[config.mk]
export PLATFORM = sky130hd
export DESIGN_NAME = circle_track_smoother
export DESIGN_NICKNAME = d
export VERILOG_FILES = /design/src/hdl/cts_pkg.sv /design/src/hdl/cts_ram.sv /design/src/hdl/circle_track_smoother.sv
export SDC_FILE = /design/constraint.sdc
export NUM_CORES = 2
export LEC_CHECK = 0
export BUFFER_PORTS_ARGS = -buffer_cell sky130_fd_sc_hd__buf_2
export CAP_MARGIN = 25
export CORE_AREA = 2 2 583 585
export DETAILED_ROUTE_END_ITERATION = 8
export DIE_AREA = 0 0 585 587
export HOLD_SLACK_MARGIN = 0.02
export SLEW_MARGIN = 10
export SYNTH_ARGS = -nofsm -noshare
export SYNTH_HDL_FRONTEND = slang
export SYNTH_SLANG_ARGS = --single-unit
export TNS_END_PERCENT = 1
[constraint.sdc]
create_clock -name clk -period 11.6 [get_ports clk]
set_input_delay 0.58 -clock clk [delete_from_list [all_inputs] [get_ports clk]]
set_output_delay 0.58 -clock clk [all_outputs]
set_load 0.01 [all_outputs]
[src/hdl/cts_pkg.sv]
// Package for the circle track smoother: item and result structs, field widths
// and the fixed-point blend function.
// No dependencies; used by circle_track_smoother.
package cts_pkg;

	localparam int COORD_W = 16;
	localparam int ENTRY_W = 3 * COORD_W;

	// Blend weights: about 0.2 of the new value and 0.8 of the stored one, in 1/256.
	localparam logic [7:0] BLEND_CUR  = 8'd51;
	localparam logic [7:0] BLEND_PREV = 8'd205;
	localparam logic [7:0] BLEND_RND  = 8'd128;

	typedef struct packed {
		logic [COORD_W-1:0] pos_x;
		logic [COORD_W-1:0] pos_y;
		logic [COORD_W-1:0] radius;
		logic               frame_empty;
		logic               last_in_frame;
	} item_t;

	typedef struct packed {
		logic [COORD_W-1:0] out_x;
		logic [COORD_W-1:0] out_y;
		logic [COORD_W-1:0] out_r;
		logic               circle_valid;
		logic               matched;
		logic               blended;
		logic [COORD_W-1:0] miss_count;
		logic               frame_done;
	} result_t;

	function automatic logic [COORD_W-1:0] absdiff(input logic [COORD_W-1:0] a,
			input logic [COORD_W-1:0] b);
		absdiff = (a > b) ? (a - b) : (b - a);
	endfunction

	// The weighted sum stays below 2**24, so bits 23:8 are the rounded result.
	function automatic logic [COORD_W-1:0] blend(input logic [COORD_W-1:0] cur,
			input logic [COORD_W-1:0] prev);
		logic [23:0] sum;
		sum = 24'(cur) * 24'(BLEND_CUR) + 24'(prev) * 24'(BLEND_PREV) + 24'(BLEND_RND);
		blend = sum[23:8];
	endfunction

endpackage

[src/hdl/cts_ram.sv]
// Generic simple dual-port RAM with one write port and one registered read port.
// No dependencies; used by circle_track_smoother for the circle lists.
module cts_ram #(
	parameter int WIDTH = 48,
	parameter int DEPTH = 32,
	localparam int AW = (DEPTH > 1) ? $clog2(DEPTH) : 1
) (
	input  logic             clk,
	input  logic             wr_en,
	input  logic [AW-1:0]    wr_addr,
	input  logic [WIDTH-1:0] wr_data,
	input  logic             rd_en,
	input  logic [AW-1:0]    rd_addr,
	output logic [WIDTH-1:0] rd_data
);

	logic [WIDTH-1:0] mem_q [DEPTH];

	always_ff @(posedge clk) begin
		if (wr_en) begin
			mem_q[wr_addr] <= wr_data;
		end
		if (rd_en) begin
			rd_data <= mem_q[rd_addr];
		end
	end

endmodule

[src/hdl/circle_track_smoother.sv]
// Circle track smoother: one circle in, one smoothed circle out; uses cts_pkg and cts_ram.
// An empty-frame item, or one that meets an empty previous list, goes straight to the store step;
// otherwise each stored circle searched takes DX, DY, M and CMP, then a blend if one applies, then the store.
// A new item is taken only in idle, after the store of the last one, which waits while a result is held;
// the search is sequential, as the single squaring multiplier is shared across each compare.
// Reset clears the list counts, bank select, miss counter, sequencer and result valid; the RAM is not cleared.
module circle_track_smoother #(
	parameter int MAX_CIRCLES = 16
) (
	input  logic            clk,
	input  logic            arst_n,
	input  logic            item_valid,
	output logic            item_ready,
	input  cts_pkg::item_t  item,
	output logic            result_valid,
	input  logic            result_ready,
	output cts_pkg::result_t result
);

	// Count width holds MAX_CIRCLES itself; the index addresses entries within a bank.
	localparam int CW = $clog2(MAX_CIRCLES + 1);
	localparam int IW = (MAX_CIRCLES > 1) ? $clog2(MAX_CIRCLES) : 1;
	localparam int AW = IW + 1;
	localparam int DEPTH = 2 ** AW;
	localparam logic [CW-1:0] MAX_C = CW'(MAX_CIRCLES);

	// Sequencer states. One stored circle takes DX, DY, M and CMP.
	localparam logic [2:0] S_IDLE = 3'd0;
	localparam logic [2:0] S_DX   = 3'd1;
	localparam logic [2:0] S_DY   = 3'd2;
	localparam logic [2:0] S_M    = 3'd3;
	localparam logic [2:0] S_CMP  = 3'd4;
	localparam logic [2:0] S_BL   = 3'd5;
	localparam logic [2:0] S_WR   = 3'd6;

	logic [2:0] state_q;

	// Current item, overwritten by the blend when one applies.
	logic [15:0] x_q, y_q, r_q;
	logic        empty_q, last_q, matched_q, blended_q;

	// Stored circle under test and the partial results of the distance test.
	logic [cts_pkg::ENTRY_W-1:0] pe_q;
	logic [15:0] m_q;
	logic [32:0] acc_q;
	logic [31:0] msq_q;
	logic [IW-1:0] idx_q;

	// List bookkeeping. bank_q names the bank that holds the previous frame's list.
	logic [CW-1:0] prev_cnt_q, cur_cnt_q;
	logic          bank_q;
	logic [15:0]   miss_q;

	logic                        res_valid_q;
	cts_pkg::result_t            res_q;

	logic                        rd_en, wr_en;
	logic [AW-1:0]               rd_addr, wr_addr;
	logic [cts_pkg::ENTRY_W-1:0] rd_data, wr_data;

	logic        accept, out_free, finish;
	logic [15:0] mul_op;
	logic [31:0] prod;
	logic [15:0] px, py, pr;
	logic        near, radius_ok, more;
	logic [36:0] dist16, m9;
	logic [17:0] dr4, m3;
	logic [CW-1:0] nxt_cnt;

	assign item_ready   = (state_q == S_IDLE);
	assign accept       = item_valid && item_ready;
	assign result_valid = res_valid_q;
	assign result       = res_q;

	// The result register frees up in the same cycle that its transfer completes.
	assign out_free = !res_valid_q || result_ready;
	assign finish   = (state_q == S_WR) && out_free;

	// Stored entries pack x in the low field, then y, then r.
	assign px = pe_q[15:0];
	assign py = pe_q[31:16];
	assign pr = pe_q[47:32];

	// The one shared multiplier squares dx, then dy, then the larger radius.
	always_comb begin
		case (state_q)
			S_DX:    mul_op = cts_pkg::absdiff(x_q, rd_data[15:0]);
			S_DY:    mul_op = cts_pkg::absdiff(y_q, py);
			S_M:     mul_op = m_q;
			default: mul_op = '0;
		endcase
	end
	assign prod = 32'(mul_op) * 32'(mul_op);

	// Center test 16*(dx^2+dy^2) < 9*m^2 and radius test 4*|r-pr| < 3*m.
	assign dist16    = {acc_q, 4'b0000};
	assign m9        = {2'b00, msq_q, 3'b000} + {5'b00000, msq_q};
	assign near      = dist16 < m9;
	assign dr4       = {cts_pkg::absdiff(r_q, pr), 2'b00};
	assign m3        = {1'b0, m_q, 1'b0} + {2'b00, m_q};
	assign radius_ok = dr4 < m3;

	// Another stored circle remains after the one under test.
	assign nxt_cnt = CW'(idx_q) + CW'(1);
	assign more    = nxt_cnt < prev_cnt_q;

	// Reads go to the previous bank: the first entry at accept, the next one on a miss.
	always_comb begin
		rd_en   = 1'b0;
		rd_addr = {bank_q, idx_q + IW'(1)};
		if (state_q == S_IDLE) begin
			rd_addr = {bank_q, {IW{1'b0}}};
			rd_en   = accept && !item.frame_empty && (prev_cnt_q != '0);
		end else if (state_q == S_CMP) begin
			rd_en   = !near && more;
		end
	end

	// The emitted circle is appended to the other bank while room remains.
	assign wr_en   = finish && !empty_q && (cur_cnt_q < MAX_C);
	assign wr_addr = {~bank_q, cur_cnt_q[IW-1:0]};
	assign wr_data = {r_q, y_q, x_q};

	cts_ram #(
		.WIDTH(cts_pkg::ENTRY_W),
		.DEPTH(DEPTH)
	) u_store (
		.clk    (clk),
		.wr_en  (wr_en),
		.wr_addr(wr_addr),
		.wr_data(wr_data),
		.rd_en  (rd_en),
		.rd_addr(rd_addr),
		.rd_data(rd_data)
	);

	// Sequencer and list bookkeeping.
	always_ff @(posedge clk or negedge arst_n) begin
		if (!arst_n) begin
			state_q     <= S_IDLE;
			prev_cnt_q  <= '0;
			cur_cnt_q   <= '0;
			bank_q      <= 1'b0;
			miss_q      <= '0;
			res_valid_q <= 1'b0;
		end else begin
			if (finish) begin
				res_valid_q <= 1'b1;
			end else if (result_ready) begin
				res_valid_q <= 1'b0;
			end
			case (state_q)
				S_IDLE: begin
					if (accept) begin
						if (rd_en) begin
							state_q <= S_DX;
						end else begin
							state_q <= S_WR;
						end
					end
				end
				S_DX:  state_q <= S_DY;
				S_DY:  state_q <= S_M;
				S_M:   state_q <= S_CMP;
				S_CMP: begin
					if (near) begin
						state_q <= radius_ok ? S_BL : S_WR;
					end else if (more) begin
						state_q <= S_DX;
					end else begin
						state_q <= S_WR;
					end
				end
				S_BL:  state_q <= S_WR;
				S_WR: begin
					if (out_free) begin
						state_q <= S_IDLE;
						if (empty_q) begin
							// An empty frame drops both lists, including a partial frame.
							prev_cnt_q <= '0;
							cur_cnt_q  <= '0;
							if (miss_q != 16'hFFFF) begin
								miss_q <= miss_q + 16'd1;
							end
						end else begin
							miss_q <= '0;
							if (last_q) begin
								prev_cnt_q <= wr_en ? (cur_cnt_q + CW'(1)) : cur_cnt_q;
								cur_cnt_q  <= '0;
								bank_q     <= ~bank_q;
							end else if (wr_en) begin
								cur_cnt_q <= cur_cnt_q + CW'(1);
							end
						end
					end
				end
				default: state_q <= S_IDLE;
			endcase
		end
	end

	// Datapath registers; they need no reset.
	always_ff @(posedge clk) begin
		case (state_q)
			S_IDLE: begin
				if (accept) begin
					x_q       <= item.pos_x;
					y_q       <= item.pos_y;
					r_q       <= item.radius;
					empty_q   <= item.frame_empty;
					last_q    <= item.last_in_frame;
					matched_q <= 1'b0;
					blended_q <= 1'b0;
					idx_q     <= '0;
				end
			end
			S_DX: begin
				pe_q  <= rd_data;
				m_q   <= (r_q > rd_data[47:32]) ? r_q : rd_data[47:32];
				acc_q <= {1'b0, prod};
			end
			S_DY:  acc_q <= acc_q + {1'b0, prod};
			S_M:   msq_q <= prod;
			S_CMP: begin
				if (near) begin
					// Only the first near circle counts; the search ends here.
					matched_q <= 1'b1;
					blended_q <= radius_ok;
				end else if (more) begin
					idx_q <= idx_q + IW'(1);
				end
			end
			S_BL: begin
				x_q <= cts_pkg::blend(x_q, px);
				y_q <= cts_pkg::blend(y_q, py);
				r_q <= cts_pkg::blend(r_q, pr);
			end
			default: begin
			end
		endcase

		if (finish) begin
			if (empty_q) begin
				res_q.out_x        <= '0;
				res_q.out_y        <= '0;
				res_q.out_r        <= '0;
				res_q.circle_valid <= 1'b0;
				res_q.matched      <= 1'b0;
				res_q.blended      <= 1'b0;
				res_q.miss_count   <= (miss_q != 16'hFFFF) ? (miss_q + 16'd1) : miss_q;
				res_q.frame_done   <= 1'b1;
			end else begin
				res_q.out_x        <= x_q;
				res_q.out_y        <= y_q;
				res_q.out_r        <= r_q;
				res_q.circle_valid <= 1'b1;
				res_q.matched      <= matched_q;
				res_q.blended      <= blended_q;
				res_q.miss_count   <= '0;
				res_q.frame_done   <= last_q;
			end
		end
	end

endmodule
Yosys cells after proc, flatten, opt, wreduce, memory -nomap -nowiden:

Memories as Yosys holds them, arrays and structs flattened. A register that Yosys moved wholly into a read port is not among the register bits.
Index checks and enable logic that the tools add are counted.
W data, S select, Z words.

* register bits after elaboration: 284
* RAM bits: 1536
* logic and storage cells: 145
* memories kept: 1

* $add $sub $neg: 19
* multiply operators: 7
* magnitude comparators: 8
* equality and inequality tests: 12
* muxes and demuxes: 43
* bitwise operators: 2
* reduce and logical (&&, ||, !) cells: 27

Memories
* u_store.mem_q: depth 32, bits a word 48, rd ports 1, clocked after Yosys merged registers in 1, wr ports 1, line cts_ram.sv:17 `logic [WIDTH-1:0] mem_q [DEPTH];`

Operator list (count)
* $mux W16: 9
* $pmux W16 S2: 3
* $sub A16 B16 Y16: 6
* $add A22 B24 Y24: 3
* $add A24 B8 Y24 const B: 3
* $mul A16 B8 Y24 const B: 3
* $mul A16 B6 Y22 const B: 3
* $pmux W33 S2: 1
* $gt A16 B16 Y1: 4
* $pmux W16 S3: 1
* $lt A37 B36 Y1: 1
* $add A35 B32 Y36: 1
* $add A33 B32 Y33: 1
* $mul A16 B16 Y32: 1
* $mux W5: 5
* $pmux W3 S7: 1
* $mux W20: 1
* $add A17 B16 Y18: 1
* $lt A18 B18 Y1: 1
* $add A16 B1 Y16 const B: 1
* $mux W4: 4
* $ne A16 B16 Y1 const B: 1
* $mux W3: 5
* $reduce_bool A2 Y1: 5
* other kinds (23): 53

Depth between registers and ports, before layout:

* word-level depth: 9
* mapped depth: 50

Hierarchy:

A second synthesis with hierarchy kept.

* cells, all modules: 7703
* area total of the unflattened synthesis: 102454.5 sq um

Modules (own cells, without submodules)
* cts_ram: times used 1, cells an instance 3364, area an instance 61205.0 sq um, sequential area each 47565.6 sq um
* circle_track_smoother: times used 1, cells an instance 4339, area an instance 41249.6 sq um, sequential area each 8343.0 sq um

Worst setup path after synthesis:

OpenSTA, ideal clock, no wires.

* path kind: register to register
* start point: register x_q[0]
* end point: register acc_q[31] (data pin)
* library setup time: 0.260 ns
* arrival: 10.659 ns
* data required time: 11.340 ns
* path slack: 0.681 ns
* stages on the path, launching flop included: 45
* buffers on the path: 1
* clock period less this slack: 10.919 ns
* cells stage by stage: edfxtp_1 inv_1 ha_1 inv_1 fa_1 a21oi_2 o21ai_1 a2111oi_4 nor3_4 nor2_2 buf_4 mux2i_1 xnor2_1 a211oi_1 a31oi_2 nor2_2 nand2_1 fa_1 (+9 left out) and3_1 a31oi_1 o21ai_1 a221o_1 and2_1 o21a_1 o21ai_0 nor2b_1 xnor2_1 ha_1 a41oi_1 o21ai_0 a21o_1 a31o_2 a31oi_1 o21ai_0 xor2_1 mux2_2

* word-level cells in the longest chain between the ends: 6

RTL lines
* start: declaration: line circle_track_smoother.sv:39 `logic [15:0] x_q, y_q, r_q;`
* start signal: assignment: line circle_track_smoother.sv:207 `x_q <= item.pos_x;`
* start signal: assignment: line circle_track_smoother.sv:234 `x_q <= cts_pkg::blend(x_q, px);`
* $sub A16 B16 Y16 or $gt A16 B16 Y1 (tied branches): line cts_pkg.sv:35 `absdiff = (a > b) ? (a - b) : (b - a);`
* $mux W16 *: line cts_pkg.sv:35
* $pmux W16 S3 *: line circle_track_smoother.sv:86 `case (state_q)`
* $mul A16 B16 Y32 *: line circle_track_smoother.sv:93 `assign prod = 32'(mul_op) * 32'(mul_op);`
* net prod[23]: line circle_track_smoother.sv:63 `logic [31:0] prod;`
* $add A33 B32 Y33 *: line circle_track_smoother.sv:222 `S_DY: acc_q <= acc_q + {1'b0, prod};`
* $pmux W33 S2 *: line circle_track_smoother.sv:204 `case (state_q)`
* end signal: assignment: line circle_track_smoother.sv:220 `acc_q <= {1'b0, prod};`
* end signal: assignment: line circle_track_smoother.sv:222
* end: declaration: line circle_track_smoother.sv:45 `logic [32:0] acc_q;`

Mark *: on every way through the listed nets, which the timed path passes. The rest lies on a longest branch.
A chain may end at the register's enable or synchronous reset.

Worst setup path after layout:

* start point: register y_q[12]
* end point: register acc_q[32] (data pin)

* word-level cells in the longest chain between the ends: 6

RTL lines
* start: declaration: line circle_track_smoother.sv:39
* start signal: assignment: line circle_track_smoother.sv:208 `y_q <= item.pos_y;`
* start signal: assignment: line circle_track_smoother.sv:235 `y_q <= cts_pkg::blend(y_q, py);`
* $sub A16 B16 Y16 or $gt A16 B16 Y1 (tied branches): line cts_pkg.sv:35
* $mux W16 *: line cts_pkg.sv:35
* $pmux W16 S3 *: line circle_track_smoother.sv:86
* $mul A16 B16 Y32 *: line circle_track_smoother.sv:93
* net prod[17]: line circle_track_smoother.sv:63
* $add A33 B32 Y33 *: line circle_track_smoother.sv:222
* $pmux W33 S2 *: line circle_track_smoother.sv:204

Marked as above.

==> metrics.sh <==
SYNTH_LARGEST_TYPE_AREA_FRACTION=0.547
CP.REQUIRED_PS=12160
DRV_CAP=0
AREA_OF_THE_MULTI_INPUT_GATES_UM2=41000
DRT_PASS1_ITERATIONS=6
MAX-CLOCK-PATH-BUFFERS=4
YS_TYPES=91
WORSTHOLDSTART='item[0]'
GRT_PASS1_VIAS=63000
MAX_SLEW.WORST_PIN.SLEW_PS=1150
SYNTHMOSTINSTANTIATEDCELL='sky130_fd_sc_hd__edfxtp_1'
R2R_SETUP_SLK_PS=390
NETLIST_INSTANCES=7065
CTS_MADE_BUFFERS=187
WORST-SETUP-PATH-TYPE='flip-flop to flip-flop'
WORSTHOLDPATHCELLS=1
DETAIL_ROUTE.VIAS_PER_CELL=5.09
SYNTH_TOP_AREA_CELL='sky130_fd_sc_hd__edfxtp_1'
SYNTH.YOSYS.SEQ_AREA_SHARE=0.555
CRIT_PATH_MAX_FANOUT=16
SYNTHESIS.AREA_PER_INSTANCE_UM2=14.3
PLACED_CELLS=11600
REPORT.FINAL.HOLD_VIOL_COUNT=0
FILL_CELLS=32700
GRT_SETUP_UNREPAIRED='yes'
DESIGN_AREA_UM2=114000
POST_DP_CELL_AREA_UM2=108000
CRIT_SLOWEST_CELL='sky130_fd_sc_hd__or3_1'
YOSYS_REG_BITS=1867
TIMING.FINAL.CRIT_PERIOD_PS=11210
INITIAL_UTILIZATION=0.298
GR_UTIL_ALL_LAYERS=0.163
DESIGN.CORE.AREA_UM2=338000
PLACEMENT_ROWS=214
IO_PINS=124
R2R_END='acc_q[32]$_SDFFCE_PN0P_'
CLK_PIN_SLEW_WORST_PATHS_PS=60
POST-ROUTE-DRC-COUNT=0
DRT.ANTENNA.VIOLATING_NETS=0
FLOORPLAN.DIE.WIDTH_UM=585
QUANTITY_OF_I_O_BUFFERS_INSERTED_ON_PORTS=123
NETS=8466
ROUTED_WL_MM=284
WORST_PATH_LARGEST_CELL_DELAY_PS=600
GLOBALROUTE.TOTALOVERFLOW=0
GRT_ANTENNA_BEFORE_REPAIR=14
HP-CLASS='input port to flip-flop'
DIE_Y_UM=587
DPL.HPWL_MM=178
POST_SYNTH_MOST_FREQUENT_CELLS='sky130_fd_sc_hd__edfxtp_1 (1836), sky130_fd_sc_hd__inv_1 (826), sky130_fd_sc_hd__ha_1 (680)'
LAYOUTNONFILLERINSTCOUNT=12000
REG_TO_REG_START='y_q[12]$_DFFE_PP_'
GP_CONGESTION=0.896
MAX_SLEW_HEADROOM=0.230
WORST_CASE_CLOCK_SKEW_PS=95.0
AREA.GROWTH.SYNTH_TO_FINAL_PCT=13.2
CP-END-KIND='flip-flop'
FINAL_CORE_UTILIZATION=0.338
GRT_FIRST_PASS_WIRELENGTH_MM=417
CLOCK_LATENCY_PS=910
CRITPATHMOSTFREQUENTCELL='sky130_fd_sc_hd__fa_1'
DIE-AREA_UM2=343000
PERIOD_SHARE=0.967
CLOCK_TREE.HTREE_LEVEL_COUNT=4
POSTSYNTHNETCOUNT=8251
YS_DOMINANT_REG_CELL='sky130_fd_sc_hd__edfxtp_1'
CTS_ROOT_BUF='sky130_fd_sc_hd__clkbuf_16'
WORST_HOLD_PATH.ENDPOINT='last_q$_DFFE_PP_'
INITIALDRTVIOLATIONCOUNT=5886
CLK_SINKS=1867
SETUP.WORST_PATH.START_CLASS='flip-flop'
CTS_TREE='built'
SYNTH-WARNING-COUNT=0
RR_WORST_DEPTH=40
SYNTHTOPCELLSBYAREA='sky130_fd_sc_hd__edfxtp_1 (55%), sky130_fd_sc_hd__fa_1 (9.0%), sky130_fd_sc_hd__ha_1 (8.4%)'
VIAS=60900
TIMING.FINAL.SETUP_VIOLATIONS=0
FMAXACHIEVABLE_MHz=89.2
NUMBER_OF_ENABLE_TYPE_REGISTER_CELLS_IN_THE_SYNTHESIZED_NETLIST=1836
STATUS='completed'
SYNTHESIS.AREA_UM2=101000
CRIT_PATH_DAT_PS=11770
REGAREA_UM2=55900
SHARE_OF_FINAL_LAYOUT_STANDARD_CELLS_STRONGER_THAN_DRIVE_STRENGTH_1=0.146
DRV_SLEW=0
MAXIMUM_NUMBER_OF_PINS_ON_ONE_NET_BEFORE_GLOBAL_ROUTE_REPAIR=130
WL_PER_INSTANCE_UM=23.7
WORST_HOLD_SLACK_PS=65.5
ASYNCSETRESETFLOPFRACSYNTH=0.0166
-- routing by layer --
metal	share of wire	wire [um]	global-route usage	vias to the layer above
li1	-	-	-	26600
met1	0.41	116000	0.212	31600
met2	0.49	139000	0.278	2229
met3	0.066	18600	0.0235	466
met4	0.036	10200	0.0546	2
met5	0.000032	9	0	-
-- stage by stage --
stage	TNS [ps]	setup WS, ps
floorplan	0	681
global placement	0	81.2
detailed placement	0	16.4
CTS	0	28.9
global route	-50.3	-48.5
finish	0	386
-- worst max-delay path, delay by kind of cell, from the launching register on --
family	cells	cell delay, ps
buffers and inverters	6	690
AOI/OAI and AO/OA	15	3180
DFF	1	400
xor gates and xnor gates	3	650
and+or+nand+nor	7	1800
adders and majority gates	9	4200
-- registers in the layout, summed over array words and instances, names as in the netlist, 3 cells and up --
signal,flops
r_q,16
m_q,16
acc_q,33
y_q,16
u_store.rd_data,48
pe_q,48
prev_cnt_q,5
u_store.mem_q,1536
state_q,3
result,68
msq_q,31
miss_q,16
x_q,16
idx_q,4
cur_cnt_q,5
-- repair_timing --
action                                  4_1_cts  5_1_grt
cloned                                        0        0
resized for setup                             1       62
buffers inserted                              0       18
endpoints found under the setup margin        1       10
hold buffers                                 11        0
endpoints found under the hold margin        41        0
pin swaps                                     0        9
-- cells in the final DEF (no fill, tap or decap), types with 25 or more instances in the layout --
master,synthesis,layout
sky130_fd_sc_hd__buf_4,7,180
sky130_fd_sc_hd__ha_1,680,678
sky130_fd_sc_hd__a31oi_1,28,25
sky130_fd_sc_hd__dfrtp_1,31,30
sky130_fd_sc_hd__nand2_1,280,273
sky130_fd_sc_hd__nand2b_1,38,38
sky130_fd_sc_hd__nor2_4,0,36
sky130_fd_sc_hd__and2_1,25,25
sky130_fd_sc_hd__clkinv_1,5,39
sky130_fd_sc_hd__a21o_1,120,120
sky130_fd_sc_hd__clkbuf_16,0,188
sky130_fd_sc_hd__mux2i_1,43,41
sky130_fd_sc_hd__inv_1,826,824
sky130_fd_sc_hd__nand4_1,29,29
sky130_fd_sc_hd__o21bai_1,29,29
sky130_fd_sc_hd__a21oi_1,196,190
sky130_fd_sc_hd__clkbuf_1,231,34
sky130_fd_sc_hd__o221ai_1,195,195
sky130_fd_sc_hd__buf_2,25,123
sky130_fd_sc_hd__nor3_1,48,44
sky130_fd_sc_hd__nor2_1,227,189
sky130_fd_sc_hd__clkinv_2,0,36
sky130_fd_sc_hd__mux2_2,70,70
sky130_fd_sc_hd__or3_1,215,215
sky130_fd_sc_hd__mux4_2,288,288
sky130_fd_sc_hd__edfxtp_1,1836,1836
sky130_fd_sc_hd__o21ai_0,539,535
sky130_fd_sc_hd__nand3_1,43,41
sky130_fd_sc_hd__xnor2_1,121,118
sky130_fd_sc_hd__fa_1,452,451
sky130_fd_sc_hd__nor2b_1,29,29
sky130_fd_sc_hd__xor2_1,95,94
sky130_fd_sc_hd__o21a_1,27,27
-- layout make-up --
class / instances / area share
sequential: 1867 / 0.490
inverter: 840 / 0.0278
multi-input combinational: 4052 / 0.360
clock inverter: 108 / 0.00901
tap: 4536 / 0.0497
timing repair buffer: 332 / 0.0209
antenna: 2 / 0.0000439
clock buffer: 226 / 0.0428
-- cell families after synthesis --
family | Yosys count | share of synthesized area
DFF | 1867 | 0.555
AOI/OAI and AO/OA | 1294 | 0.0825
buffers and inverters | 1146 | 0.0435
adders and majority gates | 1132 | 0.174
and+or+nand+nor | 1009 | 0.0497
muxes | 401 | 0.0765
xor gates and xnor gates | 216 | 0.0188
-- how the worst max path moves through the flow --
stage	from	end	slack [ps]	cells past startpoint
finish	y_q[12]$_DFFE_PP_	acc_q[32]$_SDFFCE_PN0P_	390	40
detailed placement	y_q[0]$_DFFE_PP_	acc_q[31]$_DFFE_PP_	20	45
floorplan	x_q[0]$_DFFE_PP_	acc_q[31]$_DFFE_PP_	680	44
global placement	y_q[0]$_DFFE_PP_	acc_q[32]$_SDFFCE_PN0P_	80	45
global route	x_q[0]$_DFFE_PP_	acc_q[32]$_SDFFCE_PN0P_	-50	47
CTS	x_q[0]$_DFFE_PP_	acc_q[31]$_DFFE_PP_	30	46
Power is not shown: default switching activity piles up to over one toggle a cycle in this logic, so the estimate is an artifact.
